===== config.mk =====
export PLATFORM = sky130hd
export DESIGN_NAME = base64_stream_decoder_top
export DESIGN_NICKNAME = d
export VERILOG_FILES = /design/src/hw/rtl/b64d_pkg.sv /design/src/hw/rtl/b64d_front.sv /design/src/hw/rtl/b64d_fifo.sv /design/src/hw/rtl/b64d_back.sv /design/src/hw/rtl/base64_stream_decoder_top.sv
export SDC_FILE = /design/constraint.sdc
export NUM_CORES = 1
export LEC_CHECK = 0
export BUFFER_PORTS_ARGS = -buffer_cell sky130_fd_sc_hd__buf_2
export CORE_MARGIN = 2
export CORE_UTILIZATION = 45
export DETAILED_ROUTE_END_ITERATION = 6
export GPL_ROUTABILITY_DRIVEN = 0
export HOLD_SLACK_MARGIN = 0.12
export PLACE_DENSITY = 0.72
export SETUP_SLACK_MARGIN = 0.1
export SLEW_MARGIN = 20
export SYNTH_ARGS = -nofsm -noshare
export SYNTH_HDL_FRONTEND = slang
export SYNTH_SLANG_ARGS = --single-unit

===== constraint.sdc =====
create_clock -name i_clk -period 6.7 [get_ports i_clk]
set_input_delay 1.675 -clock i_clk [delete_from_list [all_inputs] [get_ports i_clk]]
set_output_delay 1.675 -clock i_clk [all_outputs]
set_load 0.005 [all_outputs]

===== src/hw/rtl/b64d_pkg.sv =====
// ----------------------------------------------------------------------------
// b64d_pkg
// Shared types, constants and the character decode for the Base64 decoder.
// ----------------------------------------------------------------------------
package b64d_pkg;

    localparam int LENGTH_WIDTH = 16;
    localparam int CAP_W        = 16;
    localparam int OUT_LEN_W    = 16;
    localparam int ROOM_W       = ((LENGTH_WIDTH > CAP_W) ? LENGTH_WIDTH : CAP_W) + 1;
    localparam int FIFO_DEPTH   = 4;
    localparam int FIFO_PTR_W   = $clog2(FIFO_DEPTH);
    localparam int PADDR_W      = 3;

    localparam logic [7:0] CHAR_PAD = 8'h3D;

    localparam logic [1:0] ST_DATA  = 2'd0;
    localparam logic [1:0] ST_DONE  = 2'd1;
    localparam logic [1:0] ST_ERROR = 2'd2;

    localparam logic [PADDR_W-1:0] ADDR_OUT_CAPACITY = 3'd0;

    typedef enum logic [1:0] {
        TAIL_NONE  = 2'd0,
        TAIL_DONE  = 2'd1,
        TAIL_ERROR = 2'd2
    } t_tail;

    typedef struct packed {
        logic [1:0]              n_data;
        t_tail                   tail;
        logic [2:0][7:0]         bytes;
        logic [LENGTH_WIDTH-1:0] length;
    } t_cmd;

    typedef struct packed {
        logic       ok;
        logic [5:0] val;
    } t_sextet;

    function automatic t_sextet sextet_of(input logic [7:0] ch);
        t_sextet s;
        s.ok  = 1'b1;
        s.val = 6'd0;
        case (ch) inside
            [8'h41:8'h5A]: s.val = 6'(ch - 8'h41);
            [8'h61:8'h7A]: s.val = 6'(ch - 8'h61 + 8'd26);
            [8'h30:8'h39]: s.val = 6'(ch - 8'h30 + 8'd52);
            8'h2B:         s.val = 6'd62;
            8'h2F:         s.val = 6'd63;
            default:       s.ok  = 1'b0;
        endcase
        return s;
    endfunction

    function automatic logic has_room(input logic [LENGTH_WIDTH-1:0] bw,
                                      input logic [CAP_W-1:0] cap,
                                      input logic [1:0] k);
        return (ROOM_W'(bw) + ROOM_W'(k)) <= ROOM_W'(cap);
    endfunction

endpackage


===== src/hw/rtl/b64d_front.sv =====
// ----------------------------------------------------------------------------
// b64d_front
// Accepts character beats, tracks message state and issues result commands.
// ----------------------------------------------------------------------------
module b64d_front (
    input  logic                      i_clk,
    input  logic                      i_rst_n,
    input  logic                      i_valid,
    input  logic [7:0]                i_char,
    input  logic                      i_eoi,
    output logic                      o_ready,
    input  logic [b64d_pkg::CAP_W-1:0] i_capacity,
    input  logic                      i_full,
    output logic                      o_push,
    output b64d_pkg::t_cmd            o_cmd
);
    import b64d_pkg::*;

    logic [17:0]             r_acc, n_acc;
    logic [1:0]              r_pend, n_pend;
    logic [LENGTH_WIDTH-1:0] r_bw, n_bw;
    logic                    r_fin, n_fin;

    logic    accept;
    t_sextet sx;

    assign o_ready = !i_full;
    assign accept  = i_valid && !i_full;
    assign sx      = sextet_of(i_char);

    always_comb begin
        n_acc  = r_acc;
        n_pend = r_pend;
        n_bw   = r_bw;
        n_fin  = r_fin;
        o_push = 1'b0;
        o_cmd  = '{n_data: 2'd0, tail: TAIL_NONE, bytes: '0, length: '0};
        if (accept) begin
            if (i_eoi) begin
                if (!r_fin) begin
                    o_push = 1'b1;
                    if (r_pend != 2'd0) begin
                        o_cmd.tail = TAIL_ERROR;
                    end else begin
                        o_cmd.tail   = TAIL_DONE;
                        o_cmd.length = r_bw;
                    end
                end
                n_acc  = '0;
                n_pend = 2'd0;
                n_bw   = '0;
                n_fin  = 1'b0;
            end else if (!r_fin) begin
                if (i_char == CHAR_PAD) begin
                    o_push = 1'b1;
                    n_fin  = 1'b1;
                    case (r_pend)
                        2'd1: o_cmd.tail = TAIL_ERROR;
                        2'd2: begin
                            if (has_room(r_bw, i_capacity, 2'd1)) begin
                                n_bw           = r_bw + LENGTH_WIDTH'(1);
                                o_cmd.n_data   = 2'd1;
                                o_cmd.bytes[0] = r_acc[11:4];
                                o_cmd.tail     = TAIL_DONE;
                                o_cmd.length   = n_bw;
                            end else begin
                                o_cmd.tail = TAIL_ERROR;
                            end
                        end
                        2'd3: begin
                            if (has_room(r_bw, i_capacity, 2'd2)) begin
                                n_bw           = r_bw + LENGTH_WIDTH'(2);
                                o_cmd.n_data   = 2'd2;
                                o_cmd.bytes[0] = r_acc[17:10];
                                o_cmd.bytes[1] = r_acc[9:2];
                                o_cmd.tail     = TAIL_DONE;
                                o_cmd.length   = n_bw;
                            end else begin
                                o_cmd.tail = TAIL_ERROR;
                            end
                        end
                        default: begin
                            o_cmd.tail   = TAIL_DONE;
                            o_cmd.length = r_bw;
                        end
                    endcase
                end else if (sx.ok) begin
                    if (r_pend != 2'd3) begin
                        n_acc  = {r_acc[11:0], sx.val};
                        n_pend = r_pend + 2'd1;
                    end else if (!has_room(r_bw, i_capacity, 2'd3)) begin
                        o_push     = 1'b1;
                        o_cmd.tail = TAIL_ERROR;
                        n_fin      = 1'b1;
                    end else begin
                        o_push       = 1'b1;
                        o_cmd.n_data = 2'd3;
                        o_cmd.bytes[0] = r_acc[17:10];
                        o_cmd.bytes[1] = {r_acc[9:2]};
                        o_cmd.bytes[2] = {r_acc[1:0], sx.val};
                        n_bw         = r_bw + LENGTH_WIDTH'(3);
                        n_acc        = '0;
                        n_pend       = 2'd0;
                    end
                end
            end
        end
    end

    always_ff @(posedge i_clk) begin
        if (!i_rst_n) begin
            r_acc  <= '0;
            r_pend <= 2'd0;
            r_bw   <= '0;
            r_fin  <= 1'b0;
        end else begin
            r_acc  <= n_acc;
            r_pend <= n_pend;
            r_bw   <= n_bw;
            r_fin  <= n_fin;
        end
    end

endmodule


===== src/hw/rtl/b64d_fifo.sv =====
// ----------------------------------------------------------------------------
// b64d_fifo
// Short command queue between the front and back sections.
// ----------------------------------------------------------------------------
module b64d_fifo (
    input  logic           i_clk,
    input  logic           i_rst_n,
    input  logic           i_push,
    input  b64d_pkg::t_cmd i_cmd,
    input  logic           i_pop,
    output logic           o_full,
    output logic           o_empty,
    output b64d_pkg::t_cmd o_head
);
    import b64d_pkg::*;

    t_cmd                  r_mem [FIFO_DEPTH];
    logic [FIFO_PTR_W-1:0] r_wr, r_rd;
    logic [FIFO_PTR_W:0]   r_cnt;

    logic do_push, do_pop;

    assign o_full  = (r_cnt == (FIFO_PTR_W+1)'(FIFO_DEPTH));
    assign o_empty = (r_cnt == '0);
    assign o_head  = r_mem[r_rd];
    assign do_push = i_push && !o_full;
    assign do_pop  = i_pop && !o_empty;

    always_ff @(posedge i_clk) begin
        if (do_push) begin
            r_mem[r_wr] <= i_cmd;
        end
    end

    always_ff @(posedge i_clk) begin
        if (!i_rst_n) begin
            r_wr  <= '0;
            r_rd  <= '0;
            r_cnt <= '0;
        end else begin
            if (do_push) begin
                r_wr <= r_wr + 1'b1;
            end
            if (do_pop) begin
                r_rd <= r_rd + 1'b1;
            end
            case ({do_push, do_pop})
                2'b10:   r_cnt <= r_cnt + 1'b1;
                2'b01:   r_cnt <= r_cnt - 1'b1;
                default: r_cnt <= r_cnt;
            endcase
        end
    end

endmodule


===== src/hw/rtl/b64d_back.sv =====
// ----------------------------------------------------------------------------
// b64d_back
// Expands queued commands into result beats, one beat per cycle while i_ready is high.
// ----------------------------------------------------------------------------
module b64d_back (
    input  logic                          i_clk,
    input  logic                          i_rst_n,
    input  logic                          i_empty,
    input  b64d_pkg::t_cmd                i_head,
    output logic                          o_pop,
    output logic                          o_valid,
    input  logic                          i_ready,
    output logic [7:0]                    o_byte,
    output logic [1:0]                    o_status,
    output logic [b64d_pkg::OUT_LEN_W-1:0] o_length,
    output logic                          o_last
);
    import b64d_pkg::*;

    logic                 r_valid;
    logic [1:0]           r_idx;
    logic [7:0]           r_byte;
    logic [1:0]           r_status;
    logic [OUT_LEN_W-1:0] r_length;
    logic                 r_last;

    logic       issue, is_data, is_last, has_tail;
    logic [1:0] last_idx;

    assign has_tail = (i_head.tail != TAIL_NONE);
    assign last_idx = i_head.n_data + {1'b0, has_tail} - 2'd1;
    assign issue    = !i_empty && (!r_valid || i_ready);
    assign is_data  = (r_idx < i_head.n_data);
    assign is_last  = (r_idx == last_idx);
    assign o_pop    = issue && is_last;

    always_ff @(posedge i_clk) begin
        if (!i_rst_n) begin
            r_valid <= 1'b0;
            r_idx   <= 2'd0;
        end else if (issue) begin
            r_valid <= 1'b1;
            r_idx   <= is_last ? 2'd0 : r_idx + 2'd1;
        end else if (i_ready) begin
            r_valid <= 1'b0;
        end
    end

    always_ff @(posedge i_clk) begin
        if (issue) begin
            r_last <= is_last;
            if (is_data) begin
                r_byte   <= i_head.bytes[r_idx];
                r_status <= ST_DATA;
                r_length <= '0;
            end else if (i_head.tail == TAIL_DONE) begin
                r_byte   <= 8'd0;
                r_status <= ST_DONE;
                r_length <= OUT_LEN_W'(i_head.length);
            end else begin
                r_byte   <= 8'd0;
                r_status <= ST_ERROR;
                r_length <= '0;
            end
        end
    end

    assign o_valid  = r_valid;
    assign o_byte   = r_byte;
    assign o_status = r_status;
    assign o_length = r_length;
    assign o_last   = r_last;

endmodule


===== src/hw/rtl/base64_stream_decoder_top.sv =====
// ----------------------------------------------------------------------------
// base64_stream_decoder_top
// Streaming Base64 decoder with an APB capacity register.
// ----------------------------------------------------------------------------
// One character beat is taken every cycle while the four-entry command queue
// has room; each beat is classified as it is accepted. Results leave at one
// beat per cycle from the output register while tready is high, so a group
// of four characters yielding three bytes gives three data beats, and the
// input stalls only when tready stays low long enough to fill the queue. A
// beat with tlast set ends the message and rearms the decoder.
// ----------------------------------------------------------------------------
module base64_stream_decoder_top (
    input  logic                            i_clk,
    input  logic                            i_rst_n,
    input  logic                            i_s_axis_tvalid,
    output logic                            o_s_axis_tready,
    input  logic [7:0]                      i_s_axis_tdata,  // [7:0] in_char
    input  logic                            i_s_axis_tlast,  // end_of_input
    output logic                            o_m_axis_tvalid,
    input  logic                            i_m_axis_tready,
    output logic [23:0]                     o_m_axis_tdata,  // [7:0] out_byte, [23:8] out_length
    output logic [1:0]                      o_m_axis_tuser,  // [1:0] status
    output logic                            o_m_axis_tlast,  // last
    input  logic                            i_psel,
    input  logic                            i_penable,
    input  logic                            i_pwrite,
    input  logic [b64d_pkg::PADDR_W-1:0]    i_paddr,
    input  logic [31:0]                     i_pwdata,
    output logic [31:0]                     o_prdata,
    output logic                            o_pready
);
    import b64d_pkg::*;

    logic [CAP_W-1:0] r_capacity;
    logic             cfg_wr, push, pop, full, empty;
    t_cmd             cmd, head;
    logic [7:0]       out_byte;
    logic [1:0]       out_status;
    logic [15:0]      out_length;

    assign o_pready = 1'b1;
    assign cfg_wr   = i_psel && i_penable && i_pwrite && (i_paddr == ADDR_OUT_CAPACITY);
    assign o_prdata = (i_paddr == ADDR_OUT_CAPACITY) ? 32'(r_capacity) : 32'd0;

    always_ff @(posedge i_clk) begin
        if (!i_rst_n) begin
            r_capacity <= '1;
        end else if (cfg_wr) begin
            r_capacity <= i_pwdata[CAP_W-1:0];
        end
    end

    b64d_front u_front (
        .i_clk      (i_clk),
        .i_rst_n    (i_rst_n),
        .i_valid    (i_s_axis_tvalid),
        .i_char     (i_s_axis_tdata),
        .i_eoi      (i_s_axis_tlast),
        .o_ready    (o_s_axis_tready),
        .i_capacity (r_capacity),
        .i_full     (full),
        .o_push     (push),
        .o_cmd      (cmd)
    );

    b64d_fifo u_fifo (
        .i_clk   (i_clk),
        .i_rst_n (i_rst_n),
        .i_push  (push),
        .i_cmd   (cmd),
        .i_pop   (pop),
        .o_full  (full),
        .o_empty (empty),
        .o_head  (head)
    );

    b64d_back u_back (
        .i_clk    (i_clk),
        .i_rst_n  (i_rst_n),
        .i_empty  (empty),
        .i_head   (head),
        .o_pop    (pop),
        .o_valid  (o_m_axis_tvalid),
        .i_ready  (i_m_axis_tready),
        .o_byte   (out_byte),
        .o_status (out_status),
        .o_length (out_length),
        .o_last   (o_m_axis_tlast)
    );

    assign o_m_axis_tdata = {out_length, out_byte};
    assign o_m_axis_tuser = out_status;

    a_end_is_last: assert property (@(posedge i_clk) disable iff (!i_rst_n)
        (o_m_axis_tvalid && (o_m_axis_tuser != ST_DATA)) |-> o_m_axis_tlast)
        else $error("done or error beat without tlast");

    a_end_byte_zero: assert property (@(posedge i_clk) disable iff (!i_rst_n)
        (o_m_axis_tvalid && (o_m_axis_tuser != ST_DATA)) |-> (o_m_axis_tdata[7:0] == 8'd0))
        else $error("nonzero byte on done or error beat");

    a_data_len_zero: assert property (@(posedge i_clk) disable iff (!i_rst_n)
        (o_m_axis_tvalid && (o_m_axis_tuser != ST_DONE)) |-> (o_m_axis_tdata[23:8] == 16'd0))
        else $error("length set on a beat other than done");

    a_no_push_full: assert property (@(posedge i_clk) disable iff (!i_rst_n)
        full |-> !push)
        else $error("command pushed into full queue");

endmodule

# Word-level counts from Yosys, hierarchy flattened
# Memories as Yosys holds them, arrays and structs flattened. A register that Yosys moved wholly into a read port is not among the register bits.
# Index checks and enable logic that the tools add are counted.
# classes
eq_ne	18
order_cmp	11
n_addsub	19
bitwise_logic	1
mux	86
n_reduce_logical	28
# ops
op	n
$mux W16	14
$mux W18	6
$mux W44	2
$mux W24	3
$mux W28	2
$le A17 B16 Y1	3
$pmux W16 S3	1
$mux W2	19
$add A16 B2 Y17 const B	2
$add A16 B2 Y16 const B	2
$mux W32	1
$pmux W16 S2	1
$mux W6	5
$eq A8 B6 Y1 const B	3
$mux W8	3
$mux W1	23
$add A16 B1 Y17 const B	1
$add A16 B1 Y16 const B	1
$bmux W8 S2	1
$ge A8 B7 Y1 const B	2
$le A8 B7 Y1 const B	2
$pmux W8 S2	1
$ne A4 B4 Y1 const B	3
$sub A6 B6 Y6 const B	2
32 further kinds	60
# totals
output_inout_bits	62
mem_count	1
ff_bits	90
word_cells	178
ramBits	176
# mem_list
name	depth	width	read_ports	rd_ports_with_merged_regs	write_ports	line	text
u_fifo.r_mem	4	44	1	1	1	b64d_fifo.sv:17	t_cmd r_mem [FIFO_DEPTH];

# Depth between registers and ports, before layout
# Gate-level depths: netlist of run 1.
# depth
ltp_word	14
ltp_mapped	18
ltp_nobuf	16

# Hierarchy
# Synthesis of run 1 repeated with hierarchy kept, for this count alone.
# hier_totals
hier_cells	1254
area_unflattened_um2	14556.5
# modules_own_cells
module	n_inst	area_per_inst_um2	cells_per_inst
b64d_fifo	1	6886.6	284
b64d_front	1	5318.9	744
b64d_back	1	1438.9	116
base64_stream_decoder_top	1	912.1	110

# Least setup slack after synthesis of run 1
# No wires, ideal clock.
# synth_timing
path_kind	input -> register
startpoint	in i_s_axis_tdata[2]
endpoint	mem u_fifo.r_mem[0][0] (netlist bit), enable pin
t_arrival_ns	4.271
path_slack_ns	2.023
cell_stages	8
n_path_buf	0
setup_ns	0.406
path_cell_list	inv_1 > ha_1 > nor2b_1 > o21ai_0 > a21bo_2 > o31ai_1 > a21oi_1 > and2_1
# synth_between
elab_chain_cells	14
elab_cells_between_ends	25
cone_classes	order compare (6); eq/ne (3); mux (12); reduce/logical (4)
# synth_lines
item	line	text
start: declaration	base64_stream_decoder_top.sv:17	input logic [7:0] i_s_axis_tdata,
parallel branches: the longest is 7 deep, another holds $ge A8 B6 Y1	--	
$mux W1 (*)	b64d_front.sv:54	if (i_char == CHAR_PAD) begin
$mux W1 (*)	b64d_front.sv:53	end else if (!r_fin) begin
$mux W1 (*)	b64d_front.sv:39	if (i_eoi) begin
$mux W1 (*)	b64d_front.sv:38	if (accept) begin
$logic_and A1 B1 Y1 (*)	b64d_fifo.sv:26	assign do_push = i_push && !o_full;
$mux W1 (*)	b64d_fifo.sv:30	if (do_push) begin
$mux W1 (implied by the code) (*)	b64d_fifo.sv:31	r_mem[r_wr] <= i_cmd;
end: declaration	b64d_fifo.sv:17	
# Every way passes the cells marked *.

==> results.py, run 1 <==
metrics = {
    "yosys": {
        "syn_inst": 1230,
        "avgSynthCellArea_um2": 11.5,
        "ys_seq_area_frac": 0.522,
        "synth.most_common_cell": "edfxtp_1",
        "async_flop_share": 0,
        "synth.top_cells.by_count": "edfxtp_1 (203), nand2_1 (96), nor2_1 (81)",
        "synth_top_flop_cell": "edfxtp_1",
        "ys_ff_latch": 268,
        "synth_edf_count": 203,
        "synth_top_area_share": 0.430,
        "yosys.area.top_type": "edfxtp_1",
        "ys_warn_count": 0,
        "synthDistinctLibCells": 82,
        "synth.area.top_cells": "edfxtp_1 (43%), dfxtp_1 (9.2%), mux4_2 (7.0%), ha_1 (6.2%), nand2_1 (2.5%)",
        "syn_area_um2": 14200,
    },
    "drt": {
        "drt_first_pass_iters": 7,
        "wire_per_inst_um": 19.1,
        "ant_nets": 0,
        "wl_um": 32600,
        "via_per_inst": 5.77,
        "drt_iter0_markers": 1045,
        "drc_errors": 0,
        "num_vias": 9837,
    },
    "global_route": {
        "grtUsageTotal": 0.196,
        "antenna_found_initial": 0,
        "first_global_vias": 9392,
        "grt_max_degree": 69,
        "grt_pass1_wl_um": 51300,
        "grt-ovfl-total": 0,
    },
    "die": {
        "rows": 64,
        "io_pins": 113,
        "coreArea_um2": 30800,
        "die_y_um": 181,
        "die_area_um2": 32900,
        "start_util": 0.460,
        "fp.dieW_um": 181,
    },
    "cells_and_area": {
        "nNetsFinal": 1409,
        "final_area_um2": 15700,
        "multi_input_area_um2": 6170,
        "area_growth_pct": 11.0,
        "n_antenna_cell": 0,
        "fillers": 2690,
        "ff_latch_area_um2": 7400,
        "final_util": 0.510,
        "drive_gt1_frac": 0.167,
    },
    "power_and_ir_drop": {
        "p_switching_uw": 1110,
        "swShare": 0.260,
        "p_leak_uw": 0.00584,
        "p_int_uw": 3150,
        "power_frac_comb": 0.170,
        "clkPwrFrac": 0.347,
        "p_per_area_nw_per_um2": 271,
        "max-vdd-ir-drop_mv": 0.168,
        "seqPwrFrac": 0.483,
    },
    "sta": {
        "setup_viol": 0,
        "fmaxAchievable_ghz": 0.177,
        "grt_setup_unrepaired": "no",
        "tns_ns": 0,
        "min_period_over_period": 0.841,
        "worst_pin_slew_ns": 1.02,
        "hold_violations": 0,
        "slew-limit-headroom": 0.315,
        "fin_crit_ns": 5.64,
        "skew_ns": 0.00691,
        "finalMaxSlewViolations": 0,
    },
    "clocking": {
        "h-tree-depth": 1,
        "clockBufferDepth": 3,
        "cts_sinks": 268,
        "ctsHoldBuffers": 0,
        "clk_pin_slew_worst_paths_ns": 0.06,
        "cts_root_buffer": "clkbuf_16",
        "cts_setup_buffers": 0,
        "cts_made_buffers": 27,
        "clock_latency_ns": 0.54,
        "cts_tree": "yes",
        "cts.repair.resized": 0,
    },
    "hold_path": {
        "hp-class": "reg2reg",
    },
    "run_status": {
        "status": "completed",
    },
    "worst_setup_path": {
        "cp_common_cell": "ha_1",
        "arrival_ns": 5.83,
        "cp_slowest_stage_delay_ns": 0.81,
        "criticalPathCategory": "reg2reg",
        "worstPathRequired_ns": 6.90,
        "crit_fanout": 13,
        "cp-start-kind": "flop",
        "cp_slowest_cell": "o21ai_0",
        "crit_chain": "ha_1, nand3_1, or2_2, nor3_1, xor2_1, ha_1, and4_1, and3_1, and2_1, or4_1, a21oi_2, a22oi_1, o21ai_0",
        "cp-end-kind": "flop",
    },
    "flow_run": {
        "maxCapViolCount": 0,
    },
    "placed_design": {
        "placed_area_um2": 14800,
        "dp_hpwl_um": 22500,
        "port_buffers": 79,
    },
}
## worst max-delay path: cells and delay by family (launching register included)
family                   cells  cell delay [ns]
AO/OA/AOI/OAI                3             1.44
XOR/XNOR                     1             0.29
adder cells (fa/ha/maj)      2             0.64
flip-flops                   1             0.71
AND/OR/NAND/NOR              7             2.20
## area by class of cell
type / count / area share
Clock buffer: 37 / 0.0473
Clock inverter: 13 / 0.00803
Inverter: 63 / 0.0150
Multi-Input combinational cell: 827 / 0.393
Sequential cell: 268 / 0.470
Tap cell: 396 / 0.0315
Timing Repair Buffer: 100 / 0.0352
## through the flow
step	hold WS (ns)	total power, uW	setup slack, ns	std cells
global placement	0.455	2810	1.43	1653
finish	0.476	4260	1.06	1704
detailed placement	0.462	2830	1.31	1653
global route	0.496	4440	0.886	1704
floorplan	0.440	2580	2.02	1245
CTS	0.474	4300	1.28	1703
## flip-flops by register name (all words and copies together) (netlist names), 3 cells and up, named ones only
name and flops:
r_capacity 16, u_back.o_byte 8, u_back.o_length 16, u_fifo.r_cnt 3, u_fifo.r_mem 176, u_front.r_acc 18, u_front.r_bw 16
## cell families (layout without fill, tap and decap cells)
group / count (synthesis) / in the layout / share of synthesized area
AND/OR/NAND/NOR: 389 / 389 / 0.141
XOR/XNOR: 51 / 51 / 0.0315
multiplexers: 57 / 57 / 0.0791
flip-flops: 268 / 268 / 0.522
AO/OA/AOI/OAI: 242 / 242 / 0.115
buffers and inverters: 150 / 213 / 0.0477
other: 2 / 17 / 0.000530
adder cells (fa/ha/maj): 71 / 71 / 0.0632
## final timing paths
check,from,end,slack [ns],cells past startpoint
worst max-delay path,u_front.r_bw[0]$_SDFFE_PN0P_,u_fifo.r_mem[3][4]$_DFFE_PP_,1.06,13
worst min-delay path,u_front.r_acc[12]$_SDFFE_PN0P_,u_front.r_acc[12]$_SDFFE_PN0P_,0.48,2
worst max register to register,u_front.r_bw[0]$_SDFFE_PN0P_,u_fifo.r_mem[3][4]$_DFFE_PP_,1.06,13
worst min register to register,u_front.r_acc[12]$_SDFFE_PN0P_,u_front.r_acc[12]$_SDFFE_PN0P_,0.48,2
## routing by layer
layer	track usage	routed length [um]	up-vias
met5	0	0	-
met4	0.0498	769	0
met3	0.0301	2490	66
met2	0.314	14800	395
met1	0.280	14600	4732
li1	-	-	4644
## placed cells by master, fill, tap and decap left out, drive strengths merged, types with 4 or more instances in the layout
cell type and instances:
a32oi 4, clkinv 8, ha 70, nand2 96, conb 17, nand2b 9, a21oi 45, a31oi 9
inv 65, a21boi 12, nor4 7, and2 51, a211oi 7, a31o 4, xnor2 26, mux4 44
or3 14, o211ai 22, clkbuf 37, o22ai 10, nor2 82, and4 5, xor2 25, nand3 41
and3 7, o21ai 68, dfxtp 65, nand4 12, buf 100, o31ai 10, nor2b 24, edfxtp 203
nor3 27, mux2i 13, a22oi 19
## power by group through the flow
stage | Sequential [uW] | Combinational, uW | Clock [uW]
3_5_place_dp | 2100 | 728 | 0
5_1_grt | 2080 | 798 | 1570
6_report | 2060 | 726 | 1480
2_1_floorplan | 2040 | 547 | 0
4_1_cts | 2060 | 731 | 1500
3_3_place_gp | 2090 | 714 | 0
(Power assumes the default switching activity.)
==> run 2, diff against run 1 <==
Clock period 6.7 ns to 5.6 ns, I/O delays scaled along.
==> results.py, run 2 (synthesis gave the netlist of run 1 again) <==
metrics = {
    "clocking": {
        "cts.repair.resized": 0,
        "cts_made_buffers": 27,
        "ctsHoldBuffers": 0,
        "clk_pin_slew_worst_paths_ns": 0.06,
        "h-tree-depth": 1,
        "cts_root_buffer": "clkbuf_16",
        "clock_latency_ns": 0.54,
        "clockBufferDepth": 3,
        "cts_tree": "yes",
        "cts_setup_buffers": 0,
        "cts_sinks": 268,
    },
    "worst_setup_path": {
        "reg2reg_depth": 14,
        "arrival_ns": 5.43,
        "r2r-end": "u_fifo.r_mem[3][15]$_DFFE_PP_",
        "cp-end-kind": "flop",
        "criticalPathCategory": "reg2reg",
        "cp-start-kind": "flop",
        "timing.rr.start": "u_front.r_bw[1]$_SDFFE_PN0P_",
        "reg2reg_slack_ns": 0.41,
        "worstPathRequired_ns": 5.84,
        "crit_fanout": 7,
    },
    "sta": {
        "finalMaxSlewViolations": 0,
        "min_period_over_period": 0.928,
        "fmaxAchievable_ghz": 0.193,
        "slew-limit-headroom": 0.307,
        "grt_setup_unrepaired": "no",
        "worst_pin_slew_ns": 1.04,
        "hold_violations": 0,
        "tns_ns": 0,
        "setup_viol": 0,
        "skew_ns": 0.0131,
        "fin_crit_ns": 5.19,
    },
    "cells_and_area": {
        "n_antenna_cell": 0,
        "drive_gt1_frac": 0.170,
        "final_area_um2": 15800,
        "area_growth_pct": 11.6,
        "final_cell_mix": "edfxtp_1 (203), nand2_1 (96), nor2_1 (81)",
        "reg_top3": "u_fifo.r_mem (176), u_front.r_acc (18)",
        "nNetsFinal": 1418,
        "final_common_cell": "edfxtp_1",
        "regMostFlops": "u_fifo.r_mem",
        "largest_reg_flops": 176,
    },
    "global_route": {
        "antenna_found_initial": 0,
        "grt-ovfl-total": 0,
        "first_global_vias": 9369,
        "grtUsageTotal": 0.192,
        "grt_max_degree": 69,
        "grt_pass1_wl_um": 50500,
    },
    "die": {
        "coreArea_um2": 30800,
        "io_pins": 113,
        "rows": 64,
        "die_area_um2": 32900,
        "fp.dieW_um": 181,
        "die_y_um": 181,
        "start_util": 0.460,
    },
    "placed_design": {
        "dp_hpwl_um": 22200,
        "placed_area_um2": 15000,
        "port_buffers": 79,
    },
    "drt": {
        "via_per_inst": 5.72,
        "wire_per_inst_um": 18.7,
        "ant_nets": 0,
        "drc_errors": 0,
        "wl_um": 32100,
        "drt_iter0_markers": 803,
        "drt_first_pass_iters": 6,
        "num_vias": 9796,
    },
    "flow_run": {
        "maxCapViolCount": 0,
    },
    "power_and_ir_drop": {
        "max-vdd-ir-drop_mv": 0.200,
        "p_leak_uw": 0.00589,
        "p_per_area_nw_per_um2": 319,
    },
    "run_status": {
        "status": "completed",
    },
    "hold_path": {
        "worstHoldEndpoint": "u_front.r_acc[13]$_SDFFE_PN0P_",
        "hold_start": "u_front.r_acc[13]$_SDFFE_PN0P_",
        "hold_depth": 2,
        "hp-class": "reg2reg",
    },
}
run 2: cell types whose count changed in the layout (fill, tap and decap cells not counted), sizes merged:
cell / change
buf: +9
inv: -1
clkbuf: -1
clkinv: +2
run 2: stage by stage:
| step | utilization | setup slack (ns) | std cells | total power [uW] | hold slack, ns |
|---|---|---|---|---|---|
| floorplan | - | 1.20 | 1245 | 3090 | 0.440 |
| global placement | 0.486 | 0.686 | 1663 | 3340 | 0.453 |
| detailed placement | 0.486 | 0.572 | 1663 | 3370 | 0.462 |
| CTS | 0.513 | 0.540 | 1713 | 5110 | 0.473 |
| global route | 0.513 | 0.171 | 1713 | 5280 | 0.513 |
| finish | 0.513 | 0.405 | 1713 | 5050 | 0.471 |
run 2: how the worst max path moves through the flow:
stage | start | end | cells past startpoint
3_3_place_gp | i_s_axis_tdata[2] | u_fifo.r_cnt[2]$_SDFFE_PN0P_ | 15
3_5_place_dp | u_front.r_bw[1]$_SDFFE_PN0P_ | u_fifo.r_mem[3][15]$_DFFE_PP_ | 14
4_1_cts | u_front.r_bw[1]$_SDFFE_PN0P_ | u_fifo.r_mem[3][15]$_DFFE_PP_ | 14
5_1_grt | u_front.r_bw[1]$_SDFFE_PN0P_ | u_fifo.r_mem[3][15]$_DFFE_PP_ | 14
6_report | u_front.r_bw[1]$_SDFFE_PN0P_ | u_fifo.r_mem[3][15]$_DFFE_PP_ | 14
2_1_floorplan | i_s_axis_tdata[2] | u_fifo.r_mem[0][0]$_DFFE_PP_ | 8
run 2: power by group:
part | internal (uW) | switching [uW]
logic | 413 | 457
registers | 2340 | 106
clock network | 997 | 742
run 2: final cells by class:
| type | count | area [um2] |
|---|---|---|
| clock buffers | 36 | 719 |
| clock inverters | 14 | 131 |
| fillers | 2656 | 15000 |
| inverters | 63 | 236 |
| multi-input cells | 827 | 6170 |
| flip-flops and latches | 268 | 7400 |
| well taps | 396 | 495 |
| repair buffers | 109 | 671 |
run 2: routing by layer:
metal	GRT usage	wire [um]
met1	0.280	14300
met2	0.300	14600
met3	0.0283	2370
met4	0.0572	781
met5	0	0
run 2: worst max-delay path, cell delays in order (launching register included):
cell     delay, ns
dfxtp_1       0.45
ha_1          0.29
nand3_1       0.31
or2_2         0.45
nor3_1        0.24
xor2_1        0.28
ha_1          0.30
and4_1        0.26
and3_1        0.20
and2_1        0.15
nor4_1        0.64
o21ai_1       0.42
a21oi_1       0.23
a31oi_1       0.06
o31ai_1       0.62
